`src/rtl/fmfc_pkg.sv`:
```
// Shared types and constants for the FIX framer checker core.
// No dependencies.
package fmfc_pkg;

  localparam int MaxLengthDigits = 10;
  localparam int VersionBytes    = 7;
  localparam int PosW            = 4;
  localparam int LenW            = 24;
  localparam int CountW          = 25;
  localparam int VersionW        = 56;
  localparam int RecvSumW        = 10;
  localparam int AddrW           = 2;
  localparam int DataW           = 32;

  localparam logic [LenW-1:0]  MaxBodyReset = 24'd4096;
  localparam logic [AddrW-1:0] AddrMaxBody  = 2'd0;

  localparam logic [7:0] SohByte   = 8'h01;
  localparam logic [7:0] ChrEight  = 8'h38;
  localparam logic [7:0] ChrNine   = 8'h39;
  localparam logic [7:0] ChrOne    = 8'h31;
  localparam logic [7:0] ChrZero   = 8'h30;
  localparam logic [7:0] ChrEquals = 8'h3D;

  typedef enum logic [9:0] {
    PhBegin      = 10'b00_0000_0001,
    PhVersion    = 10'b00_0000_0010,
    PhBeginSoh   = 10'b00_0000_0100,
    PhLenTag     = 10'b00_0000_1000,
    PhLenDigits  = 10'b00_0001_0000,
    PhBody       = 10'b00_0010_0000,
    PhSumTag     = 10'b00_0100_0000,
    PhSumDigits  = 10'b00_1000_0000,
    PhSumSoh     = 10'b01_0000_0000,
    PhHunt       = 10'b10_0000_0000
  } phase_e;

  typedef enum logic [3:0] {
    StOk          = 4'd0,
    StBeginTag    = 4'd1,
    StBeginDelim  = 4'd2,
    StLengthTag   = 4'd3,
    StLengthDigit = 4'd4,
    StLengthLimit = 4'd5,
    StSumTag      = 4'd6,
    StSumDigit    = 4'd7,
    StSumDelim    = 4'd8,
    StMismatch    = 4'd9,
    StPartial     = 4'd10
  } status_e;

  typedef struct packed {
    logic                emit;
    status_e             status;
    logic [CountW-1:0]   message_length;
    logic [VersionW-1:0] version_text;
    logic [LenW-1:0]     declared_body_length;
    logic [7:0]          computed_checksum;
  } result_t;

endpackage

```
`src/rtl/fmfc_parser.sv`:
```
// Per-byte FIX framing state machine: parse state plus the result of each step.
// Depends on fmfc_pkg.
module fmfc_parser #(
  parameter int MAX_LENGTH_DIGITS = fmfc_pkg::MaxLengthDigits,
  parameter int VERSION_BYTES     = fmfc_pkg::VersionBytes
) (
  input  logic                      clk_i,
  input  logic                      rst_ni,
  input  logic                      step_i,
  input  logic [7:0]                data_byte_i,
  input  logic                      end_of_stream_i,
  input  logic [fmfc_pkg::LenW-1:0] max_body_length_i,
  output fmfc_pkg::result_t         result_o
);
  import fmfc_pkg::*;

  localparam int DigW = $clog2(MAX_LENGTH_DIGITS + 1);
  localparam logic [DigW-1:0] DigMax   = DigW'(MAX_LENGTH_DIGITS);
  localparam logic [PosW-1:0] VerCount = PosW'(VERSION_BYTES);

  phase_e              phase_q, phase_d, next_phase;
  logic [PosW-1:0]     pos_q, pos_d, pos_inc;
  logic [LenW-1:0]     len_acc_q, len_acc_d;
  logic [DigW-1:0]     dig_cnt_q, dig_cnt_d;
  logic [LenW-1:0]     body_rem_q, body_rem_d;
  logic [7:0]          run_sum_q, run_sum_d, sum_upd;
  logic [VersionW-1:0] version_q, version_d;
  logic [RecvSumW-1:0] recv_sum_q, recv_sum_d, recv_next;
  logic [CountW-1:0]   byte_cnt_q, byte_cnt_d, cnt_inc;
  logic [LenW+3:0]     len_next;
  logic                is_digit, in_front, emit, do_clear;
  status_e             status;
  logic [CountW-1:0]   res_len;
  logic [7:0]          res_sum;

  assign pos_inc  = pos_q + 1'b1;
  assign cnt_inc  = byte_cnt_q + 1'b1;
  assign is_digit = (data_byte_i >= ChrZero) && (data_byte_i <= 8'h39);
  assign in_front = (phase_q == PhBegin) || (phase_q == PhVersion) ||
                    (phase_q == PhBeginSoh) || (phase_q == PhLenTag) ||
                    (phase_q == PhLenDigits) || (phase_q == PhBody);
  assign sum_upd  = in_front ? run_sum_q + data_byte_i : run_sum_q;

  // times ten as shift-add, then add the digit value
  assign len_next  = {1'b0, len_acc_q, 3'b000} + {3'b000, len_acc_q, 1'b0}
                   + {{(LenW){1'b0}}, data_byte_i[3:0]};
  assign recv_next = {recv_sum_q[RecvSumW-4:0], 3'b000} + {recv_sum_q[RecvSumW-2:0], 1'b0}
                   + {{(RecvSumW-4){1'b0}}, data_byte_i[3:0]};

  always_comb begin
    phase_d    = phase_q;
    pos_d      = pos_q;
    len_acc_d  = len_acc_q;
    dig_cnt_d  = dig_cnt_q;
    body_rem_d = body_rem_q;
    run_sum_d  = run_sum_q;
    version_d  = version_q;
    recv_sum_d = recv_sum_q;
    byte_cnt_d = byte_cnt_q;
    emit       = 1'b0;
    do_clear   = 1'b0;
    status     = StOk;
    next_phase = PhHunt;
    res_len    = cnt_inc;
    res_sum    = sum_upd;

    if (step_i) begin
      if (end_of_stream_i) begin
        emit       = (byte_cnt_q != '0);
        status     = StPartial;
        res_len    = byte_cnt_q;
        res_sum    = run_sum_q;
        do_clear   = 1'b1;
        next_phase = PhBegin;
      end else if (phase_q == PhHunt) begin
        // drop everything but a begin tag start
        if (data_byte_i == ChrEight) begin
          phase_d    = PhBegin;
          pos_d      = PosW'(1);
          len_acc_d  = '0;
          dig_cnt_d  = '0;
          body_rem_d = '0;
          run_sum_d  = data_byte_i;
          version_d  = '0;
          recv_sum_d = '0;
          byte_cnt_d = CountW'(1);
        end
      end else begin
        byte_cnt_d = cnt_inc;
        run_sum_d  = sum_upd;
        unique case (phase_q)
          PhBegin: begin
            if (data_byte_i != ((pos_q == '0) ? ChrEight : ChrEquals)) begin
              emit   = 1'b1;
              status = StBeginTag;
            end else if (pos_inc >= PosW'(2)) begin
              pos_d   = '0;
              phase_d = PhVersion;
            end else begin
              pos_d = pos_inc;
            end
          end
          PhVersion: begin
            version_d = {version_q[VersionW-9:0], data_byte_i};
            if (pos_inc >= VerCount) begin
              pos_d   = '0;
              phase_d = PhBeginSoh;
            end else begin
              pos_d = pos_inc;
            end
          end
          PhBeginSoh: begin
            if (data_byte_i != SohByte) begin
              emit   = 1'b1;
              status = StBeginDelim;
            end else begin
              phase_d = PhLenTag;
            end
          end
          PhLenTag: begin
            if (data_byte_i != ((pos_q == '0) ? ChrNine : ChrEquals)) begin
              emit   = 1'b1;
              status = StLengthTag;
            end else if (pos_inc >= PosW'(2)) begin
              pos_d   = '0;
              phase_d = PhLenDigits;
            end else begin
              pos_d = pos_inc;
            end
          end
          PhLenDigits: begin
            if (data_byte_i == SohByte) begin
              if (dig_cnt_q == '0) begin
                emit   = 1'b1;
                status = StLengthDigit;
              end else begin
                body_rem_d = len_acc_q;
                phase_d    = (len_acc_q == '0) ? PhSumTag : PhBody;
              end
            end else if (!is_digit || dig_cnt_q >= DigMax) begin
              emit   = 1'b1;
              status = StLengthDigit;
            end else if (len_next > {4'b0000, max_body_length_i}) begin
              emit   = 1'b1;
              status = StLengthLimit;
            end else begin
              len_acc_d = len_next[LenW-1:0];
              dig_cnt_d = dig_cnt_q + 1'b1;
            end
          end
          PhBody: begin
            body_rem_d = body_rem_q - 1'b1;
            if (body_rem_q == LenW'(1)) begin
              phase_d = PhSumTag;
            end
          end
          PhSumTag: begin
            if (data_byte_i != ((pos_q == '0) ? ChrOne :
                                (pos_q == PosW'(1)) ? ChrZero : ChrEquals)) begin
              emit   = 1'b1;
              status = StSumTag;
            end else if (pos_inc >= PosW'(3)) begin
              pos_d   = '0;
              phase_d = PhSumDigits;
            end else begin
              pos_d = pos_inc;
            end
          end
          PhSumDigits: begin
            if (!is_digit) begin
              emit   = 1'b1;
              status = StSumDigit;
            end else begin
              recv_sum_d = recv_next;
              if (pos_inc >= PosW'(3)) begin
                pos_d   = '0;
                phase_d = PhSumSoh;
              end else begin
                pos_d = pos_inc;
              end
            end
          end
          PhSumSoh: begin
            emit = 1'b1;
            if (data_byte_i != SohByte) begin
              status = StSumDelim;
            end else if (recv_sum_q != {2'b00, run_sum_q}) begin
              status = StMismatch;
            end else begin
              status     = StOk;
              next_phase = PhBegin;
            end
          end
          default: begin
            do_clear   = 1'b1;
            next_phase = PhBegin;
          end
        endcase
      end

      // every result, and end of stream, starts a fresh message
      if (emit || do_clear) begin
        phase_d    = next_phase;
        pos_d      = '0;
        len_acc_d  = '0;
        dig_cnt_d  = '0;
        body_rem_d = '0;
        run_sum_d  = '0;
        version_d  = '0;
        recv_sum_d = '0;
        byte_cnt_d = '0;
      end
    end
  end

  always_comb begin
    result_o.emit                 = emit;
    result_o.status               = status;
    result_o.message_length       = res_len;
    result_o.version_text         = version_q;
    result_o.declared_body_length = len_acc_q;
    result_o.computed_checksum    = res_sum;
  end

  always_ff @(posedge clk_i or negedge rst_ni) begin
    if (!rst_ni) begin
      phase_q    <= PhBegin;
      pos_q      <= '0;
      len_acc_q  <= '0;
      dig_cnt_q  <= '0;
      body_rem_q <= '0;
      run_sum_q  <= '0;
      version_q  <= '0;
      recv_sum_q <= '0;
      byte_cnt_q <= '0;
    end else begin
      phase_q    <= phase_d;
      pos_q      <= pos_d;
      len_acc_q  <= len_acc_d;
      dig_cnt_q  <= dig_cnt_d;
      body_rem_q <= body_rem_d;
      run_sum_q  <= run_sum_d;
      version_q  <= version_d;
      recv_sum_q <= recv_sum_d;
      byte_cnt_q <= byte_cnt_d;
    end
  end

endmodule

```
`src/rtl/fix_message_framer_checker_core.sv`:
```
// Top level of the FIX message framer and checksum checker.
// Depends on fmfc_pkg and fmfc_parser.
//
// Usage:
//   Input channel (in_valid_i/in_ready_o) carries one stream byte per request,
//   or an end-of-stream marker that reports a partly received message and
//   restarts parsing. Output channel (out_valid_o/out_ready_i) carries one
//   status request at each message end, at the first framing error, or at
//   end of stream; most input bytes produce no output.
//   The APB port holds max_body_length at byte address 0 (reset 4096).
//   Write it only while no request is in flight.
// Pipeline and rate:
//   A byte is captured in the input register, then parsed by the parser
//   state machine, which loads the result register. A status appears once
//   that register is loaded; a stall at the output holds the parser. One byte
//   per cycle is sustained while the receiver does not stall.
// Reset and stall:
//   Reset clears the parse state to wait for a begin tag and empties both
//   register stages. When the receiver stalls with a status waiting, the
//   parser holds; the input register still takes one more byte, then
//   in_ready_o drops until the status is taken.
module fix_message_framer_checker_core #(
  parameter int MAX_LENGTH_DIGITS = fmfc_pkg::MaxLengthDigits,
  parameter int VERSION_BYTES     = fmfc_pkg::VersionBytes
) (
  input  logic                          clk_i,
  input  logic                          rst_ni,
  // byte stream
  input  logic                          in_valid_i,
  output logic                          in_ready_o,
  input  logic [7:0]                    data_byte_i,
  input  logic                          end_of_stream_i,
  // status stream
  output logic                          out_valid_o,
  input  logic                          out_ready_i,
  output logic [3:0]                    status_o,
  output logic [fmfc_pkg::CountW-1:0]   message_length_o,
  output logic [fmfc_pkg::VersionW-1:0] version_text_o,
  output logic [fmfc_pkg::LenW-1:0]     declared_body_length_o,
  output logic [7:0]                    computed_checksum_o,
  // configuration
  input  logic                          psel,
  input  logic                          penable,
  input  logic                          pwrite,
  input  logic [fmfc_pkg::AddrW-1:0]    paddr,
  input  logic [fmfc_pkg::DataW-1:0]    pwdata,
  output logic [fmfc_pkg::DataW-1:0]    prdata,
  output logic                          pready
);
  import fmfc_pkg::*;

  logic            stage_valid_q;
  logic [7:0]      stage_byte_q;
  logic            stage_eos_q;
  logic            advance, step;
  logic            out_valid_q;
  result_t         step_res, res_q;
  logic [LenW-1:0] max_body_q;

  // The parser may run whenever the result register is free or being drained.
  assign advance    = !out_valid_q || out_ready_i;
  assign step       = stage_valid_q && advance;
  assign in_ready_o = !stage_valid_q || advance;

  // Input register: take a new request whenever the old one moves on.
  always_ff @(posedge clk_i or negedge rst_ni) begin
    if (!rst_ni) begin
      stage_valid_q <= 1'b0;
    end else if (in_ready_o) begin
      stage_valid_q <= in_valid_i;
    end
  end

  always_ff @(posedge clk_i) begin
    if (in_valid_i && in_ready_o) begin
      stage_byte_q <= data_byte_i;
      stage_eos_q  <= end_of_stream_i;
    end
  end

  fmfc_parser #(
    .MAX_LENGTH_DIGITS (MAX_LENGTH_DIGITS),
    .VERSION_BYTES     (VERSION_BYTES)
  ) u_parser (
    .clk_i             (clk_i),
    .rst_ni            (rst_ni),
    .step_i            (step),
    .data_byte_i       (stage_byte_q),
    .end_of_stream_i   (stage_eos_q),
    .max_body_length_i (max_body_q),
    .result_o          (step_res)
  );

  // Result register: load on a step that emits, drop once taken.
  always_ff @(posedge clk_i or negedge rst_ni) begin
    if (!rst_ni) begin
      out_valid_q <= 1'b0;
    end else if (advance) begin
      out_valid_q <= step && step_res.emit;
    end
  end

  always_ff @(posedge clk_i) begin
    if (step && step_res.emit) begin
      res_q <= step_res;
    end
  end

  assign out_valid_o            = out_valid_q;
  assign status_o               = res_q.status;
  assign message_length_o       = res_q.message_length;
  assign version_text_o         = res_q.version_text;
  assign declared_body_length_o = res_q.declared_body_length;
  assign computed_checksum_o    = res_q.computed_checksum;

  // Configuration register, written in the APB access phase.
  always_ff @(posedge clk_i or negedge rst_ni) begin
    if (!rst_ni) begin
      max_body_q <= MaxBodyReset;
    end else if (psel && penable && pwrite && pready && (paddr == AddrMaxBody)) begin
      max_body_q <= pwdata[LenW-1:0];
    end
  end

  assign pready = 1'b1;
  assign prdata = (paddr == AddrMaxBody) ? {{(DataW-LenW){1'b0}}, max_body_q} : '0;

endmodule

```
`config.mk`:
```
export PLATFORM = sky130hd
export DESIGN_NAME = fix_message_framer_checker_core
export DESIGN_NICKNAME = d
export VERILOG_FILES = /design/src/rtl/fmfc_pkg.sv /design/src/rtl/fmfc_parser.sv /design/src/rtl/fix_message_framer_checker_core.sv
export SDC_FILE = /design/constraint.sdc
export NUM_CORES = 1
export LEC_CHECK = 0
export BUFFER_PORTS_ARGS = -buffer_cell sky130_fd_sc_hd__clkbuf_2
export CORE_UTILIZATION = 59
export DETAILED_ROUTE_END_ITERATION = 8
export PLACE_DENSITY = 0.78
export SLEW_MARGIN = 5
export SYNTH_ARGS = -nofsm -noshare
export SYNTH_HDL_FRONTEND = slang
export SYNTH_SLANG_ARGS = --single-unit
```
`constraint.sdc`:
```
create_clock -name clk_i -period 15.85 [get_ports clk_i]
set_input_delay 0.7925 -clock clk_i [delete_from_list [all_inputs] [get_ports clk_i]]
set_output_delay 0.7925 -clock clk_i [all_outputs]
set_load 0.02 [all_outputs]
```
After elaboration in Yosys (flattened, before gate mapping)
Index checks and enable logic that the tools add are counted.
{"block": "totals", "inputBits": 50, "regBits": 317, "word_cells": 234}
{"block": "classes", "n_reduce_logical": 41, "n_eq_ne": 37, "magnitude_cmp": 7, "addsub": 9, "bitwise": 1, "muxes": 119}
{"op": "24-bit two-way mux", "n": 14}
{"op": "56-bit two-way mux", "n": 5}
{"op": "10-bit two-way mux", "n": 27}
{"op": "25-bit two-way mux", "n": 6}
{"op": "4-bit two-way mux", "n": 26}
{"op": "10-bit case mux with 8 select lines", "n": 1}
{"op": "8-bit two-way mux", "n": 8}
{"op": "24-bit case mux with 2 select lines", "n": 1}
{"op": "4-bit inequality test, second input constant", "n": 9}
{"op": "27-bit by 25-bit adder with 28-bit output", "n": 1}
{"op": "28-bit by 4-bit adder with 28-bit output", "n": 1}
{"op": "28-bit by 24-bit > comparator with 1-bit output", "n": 1}
{"op": "4-bit case mux with 7 select lines", "n": 1}
{"op": "25-bit by 1-bit adder with 25-bit output, second input constant", "n": 1}
{"op": "25-bit nonzero test", "n": 1}
{"op": "24-bit by 1-bit == test with 1-bit output, second input constant", "n": 1}
{"op": "24-bit zero test", "n": 1}
{"op": "8-bit inequality test", "n": 3}
{"op": "24-bit by 1-bit subtractor with 24-bit output, second input constant", "n": 1}
{"op": "10-bit case mux with 2 select lines", "n": 1}
{"op": "4-bit case mux with 5 select lines", "n": 1}
{"op": "1-bit two-way mux", "n": 18}
{"op": "3-bit two-way mux", "n": 6}
{"op": "17-bit AND reduction", "n": 1}
{"op": "other kinds (51)", "n": 78}

Depth between registers and ports, before layout
{"block": "depth", "word_depth": 13, "mapped_depth": 27, "ltp_nobuf": 24}

By module
Synthesis repeated with hierarchy kept, for this count alone.
{"block": "hier_totals", "hier_cells": 1524, "area_unflattened_um2": 17017.6}
{"module": "fmfc_parser", "n_inst": 1, "area_each_um2": 11880.1, "cells_each": 1297}
{"module": "fix_message_framer_checker_core", "n_inst": 1, "area_each_um2": 5137.4, "cells_each": 227}

Least setup slack after synthesis
Ideal clock, no wire load.
{"block": "synth_timing", "kind": "reg-to-reg", "startpoint": "register stage_byte_q[3]", "endpoint": "register res_q (netlist bit computed_checksum_o[0]), enable pin", "stages_incl_launch_ff": 24, "synth_period_minus_slack_ns": 13.703, "required_time_ns": 15.094, "slack_ns": 2.147, "arrival_ns": 12.948, "n_path_buf": 1, "path_cell_list": "edfxtp_1 -> clkbuf_1 -> inv_1 -> fa_1 -> inv_1 -> fa_1 -> a211oi_1 -> or3_1 -> a31o_2 -> nand2_1 -> a21oi_1 -> o21bai_1 -> a21o_1 -> a21oi_1 -> xnor2_1 -> ha_1 -> nand4_1 -> nor4_1 -> o311a_1 -> o21ai_0 -> o211a_1 -> a31oi_4 -> nor2_1 -> o21ai_0"}
{"block": "synth_between", "elab_chain_len": 12}
{"element": "start: declaration", "line_no": "fix_message_framer_checker_core.sv:53", "source": "logic [7:0] stage_byte_q;"}
{"element": "start signal: assignment", "line_no": "fix_message_framer_checker_core.sv:76", "source": "stage_byte_q <= data_byte_i;"}
{"element": "branches (longest 6 deep; another with 28-bit by 4-bit adder with 28-bit output)"}
{"element": "1-bit case mux with 7 select lines (*)", "line_no": "fmfc_parser.sv:91", "source": "unique case (phase_q)"}
{"element": "1-bit two-way mux (*)", "line_no": "fmfc_parser.sv:75", "source": "end else if (phase_q == PhHunt) begin"}
{"element": "1-bit two-way mux (*)", "line_no": "fmfc_parser.sv:68", "source": "if (end_of_stream_i) begin"}
{"element": "1-bit two-way mux (*) (2 in series)", "line_no": "fmfc_parser.sv:67", "source": "if (step_i) begin"}
{"element": "1-bit logical AND (*)", "line_no": "fix_message_framer_checker_core.sv:104", "source": "if (step && step_res.emit) begin"}
{"element": "end signal: assignment", "line_no": "fix_message_framer_checker_core.sv:105", "source": "res_q <= step_res;"}
{"element": "end: declaration", "line_no": "fix_message_framer_checker_core.sv:57", "source": "result_t step_res, res_q;"}
Every way passes the cells marked *. The select of a mux whose other input is x is not followed.
A chain may end at the register's enable or synchronous reset.

Worst setup path after layout
{"block": "layout_timing", "startpoint": "register stage_byte_q[3]", "endpoint": "register res_q (netlist bit message_length_o[15]), enable pin"}
Same word-level chain as after synthesis.

==> results.json <==
{
  "status": "finished, final reports clean",
  "cts_resized": 0,
  "cts_tree": "done",
  "syn_to_final_growth_pct": 13.6,
  "grt_start_max_net_pins": 120,
  "startpoint_type": "register",
  "crit_type": "reg -> reg",
  "fmax_mhz": 119,
  "viasPerCell": 6.10,
  "place.gp.congestion": 0.927,
  "die-area_sq_um": 29000,
  "portBuffers": 184,
  "relSlewSlack_pct": 27.3,
  "std_cell_rows": 61,
  "htree_levels": 2,
  "synth_cells": 1572,
  "fin_hold_ws_ns": 0.412,
  "yosysSeqAreaShare_pct": 51.2,
  "setup_violations": 0,
  "clkLatencyLatePin_ns": 0.54,
  "p_total_uw": 2390,
  "hold_violations": 0,
  "dr_total_vias": 13000,
  "grt_overflow": 0,
  "power.density_nw_per_um2": 125,
  "fillers": 2136,
  "fp.dieW_um": 170,
  "diodes": 0,
  "cts_buffer_depth": 3,
  "ant_nets": 0,
  "async_reset_ff_share_pct": 60.3,
  "synth_area_leader_cell": "dfrtp_1",
  "synthTopCellsByCount": "189 x dfrtp_1, 137 x o21ai_0, 132 x nand2_1",
  "synth_top_area_share_pct": 28.3,
  "ir_drop_uv": 82.2,
  "fin_setup_tns_ns": 0,
  "cts.sinks": 317,
  "tightest_slew_ns": 1.09,
  "grt_pass1_vias": 12300,
  "worstPathArrival_ns": 8.56,
  "hpwlAfterDp_um": 28100,
  "die_h_um": 170,
  "path_clk_slew_ns": 0.07,
  "grt_pass1_wl_um": 65800,
  "yosysMostFrequentCell": "dfrtp_1",
  "initial_utilization_pct": 60.1,
  "drive_above_1_share_pct": 16.2,
  "synth.distinct_cells": 83,
  "post-route-period-util_pct": 53.0,
  "cts_setup_buffers": 0,
  "slew_viol_final": 0,
  "p_leak_uw": 0.00861,
  "io_pins": 202,
  "wirelength_um": 41100,
  "postSynthAreaPerCell_sq_um": 10.6,
  "netlist_top_cells_area": "dfrtp_1 28%, edfxtp_1 23%, ha_1 7.7%, o21ai_0 4.1%, a22o_1 3.0%",
  "drt_pass1_iterations": 6,
  "fin_nets": 1885,
  "drc": 0,
  "cp.required_ns": 16.01,
  "synthesis.area_sq_um": 16700,
  "wire_per_inst_um": 19.3,
  "cap_violations": 0,
  "fin_crit_ns": 8.40,
  "grt_antenna_before_repair": 0,
  "rsz0062_at_grt": "no",
  "track_usage_pct": 29.0,
  "synth_edf_count": 126,
  "cts_hold_buf": 0,
  "drt_iter0_markers": 1177,
  "core_area_sq_um": 27900,
  "cp-end-kind": "register",
  "synth_warnings": 0,
  "synth-main-ff-cell": "dfrtp_1",
  "yosys_register_bits": 317,
  "worstHoldPathType": "in -> async",
  "worstPathMaxFanout": 61,
  "worstRegToRegCells": 23,
  "fin_skew_ns": 0.0274,
  "cts_buffers": 35,
  "clock-root-buffer": "clkbuf_16"
}
## path summary, 6_finish.rpt
check,to,slack (ns),startpoint
min in group clk_i,stage_byte_q[5],0.44,data_byte_i[5]
setup reg to reg,message_length_o[15],7.45,stage_byte_q[3]
hold / removal,u_parser.version_q[49],0.41,rst_ni
setup / recovery,message_length_o[15],7.45,stage_byte_q[3]
max in group asynchronous,u_parser.len_acc_q[14],13.85,rst_ni
hold reg to reg,version_text_o[53],0.45,u_parser.version_q[53]
## placed cells by master, fill, tap and decap left out, types with 11 or more instances in the layout
cell type and instances:
nor2_1 81, ha_1 103, a21oi_1 92, xnor2_1 56, clkbuf_16 35, xor2_1 16, a31oi_1 13, clkbuf_2 183
nor3_1 59, dfrtp_1 189, edfxtp_1 126, nand2_1 132, a32o_1 24, o21ai_0 136, and2_1 11, nand4_1 19
nor4_1 24, or3_1 18, inv_1 67, a22o_1 58, nand2b_1 15, and3_1 27, o31ai_1 15, buf_4 12
a21o_1 25, nand3_1 35
## state kept, by name, indices dropped and copies added, names as in the netlist, 24 cells and up
name and flops:
u_parser.byte_cnt_q 25, u_parser.len_acc_q 24, declared_body_length_o 24, version_text_o 56, u_parser.body_rem_q 24, max_body_q 24, message_length_o 25, u_parser.version_q 56
## through the flow
| step | utilization [%] | area, sq um | instances | setup WS [ns] |
|---|---|---|---|---|
| 2_1_floorplan | - | 16800 | 1579 | 2.15 |
| 3_3_place_gp | 64.0 | 17800 | 2068 | 7.51 |
| 3_5_place_dp | 64.0 | 17800 | 2068 | 7.52 |
| 4_1_cts | 68.3 | 19000 | 2132 | 7.48 |
| 5_1_grt | 68.3 | 19000 | 2132 | 6.95 |
| 6_report | 68.3 | 19000 | 2132 | 7.45 |
## worst max-delay path, cell delays in order, from the launching register on
cell      delay, ns
edfxtp_1       0.72
inv_1          0.14
fa_1           0.56
inv_1          0.07
ha_1           0.28
a21o_1         0.17
nand3_1        0.13
a21o_1         0.16
o21ai_0        0.15
a311oi_1       0.66
o21ai_0        0.20
a21oi_1        0.20
xnor2_1        0.18
ha_1           0.35
nand4_1        0.15
nor4_1         0.52
o311a_1        0.25
o21ai_0        0.13
o211a_1        0.25
a31oi_4        0.64
nor2_1         0.17
o21ai_4        0.65
buf_4          0.56
buf_4          0.68
## per-layer routing
layer | vias up | track usage, % | wire length, um
li1 | 6120 | - | -
met5 | - | 0 | 0
met1 | 6341 | 38.6 | 17500
met3 | 89 | 4.35 | 2290
met2 | 464 | 48.4 | 20100
met4 | 0 | 10.0 | 1180
## where the power goes
group	internal [uW]	switching [uW]
Clock	482	346
Combinational	161	406
Sequential	946	44.2
## kinds of logic after synthesis
group / count (synthesis) / synth area share (%)
other cells: 2 / 0.0449
flops: 317 / 51.2
compound gates: 448 / 17.9
mux: 4 / 0.269
fa+ha+maj: 108 / 8.30
simple gates: 469 / 14.4
xor+xnor: 72 / 3.77
buf+inv: 152 / 4.14
## layout make-up
cell class                      instances  area (sq um)  share of cell area (%)
Clock buffer                           41           898                    4.72
Inverter                               67           251                    1.32
Multi-Input combinational cell       1110          7530                    39.6
Timing Repair Buffer                  196          1020                    5.36
Tap cell                              378           473                    2.49
Sequential cell                       317          8570                    45.1
Clock inverter                         23           278                    1.46
(Power assumes the default switching activity.)
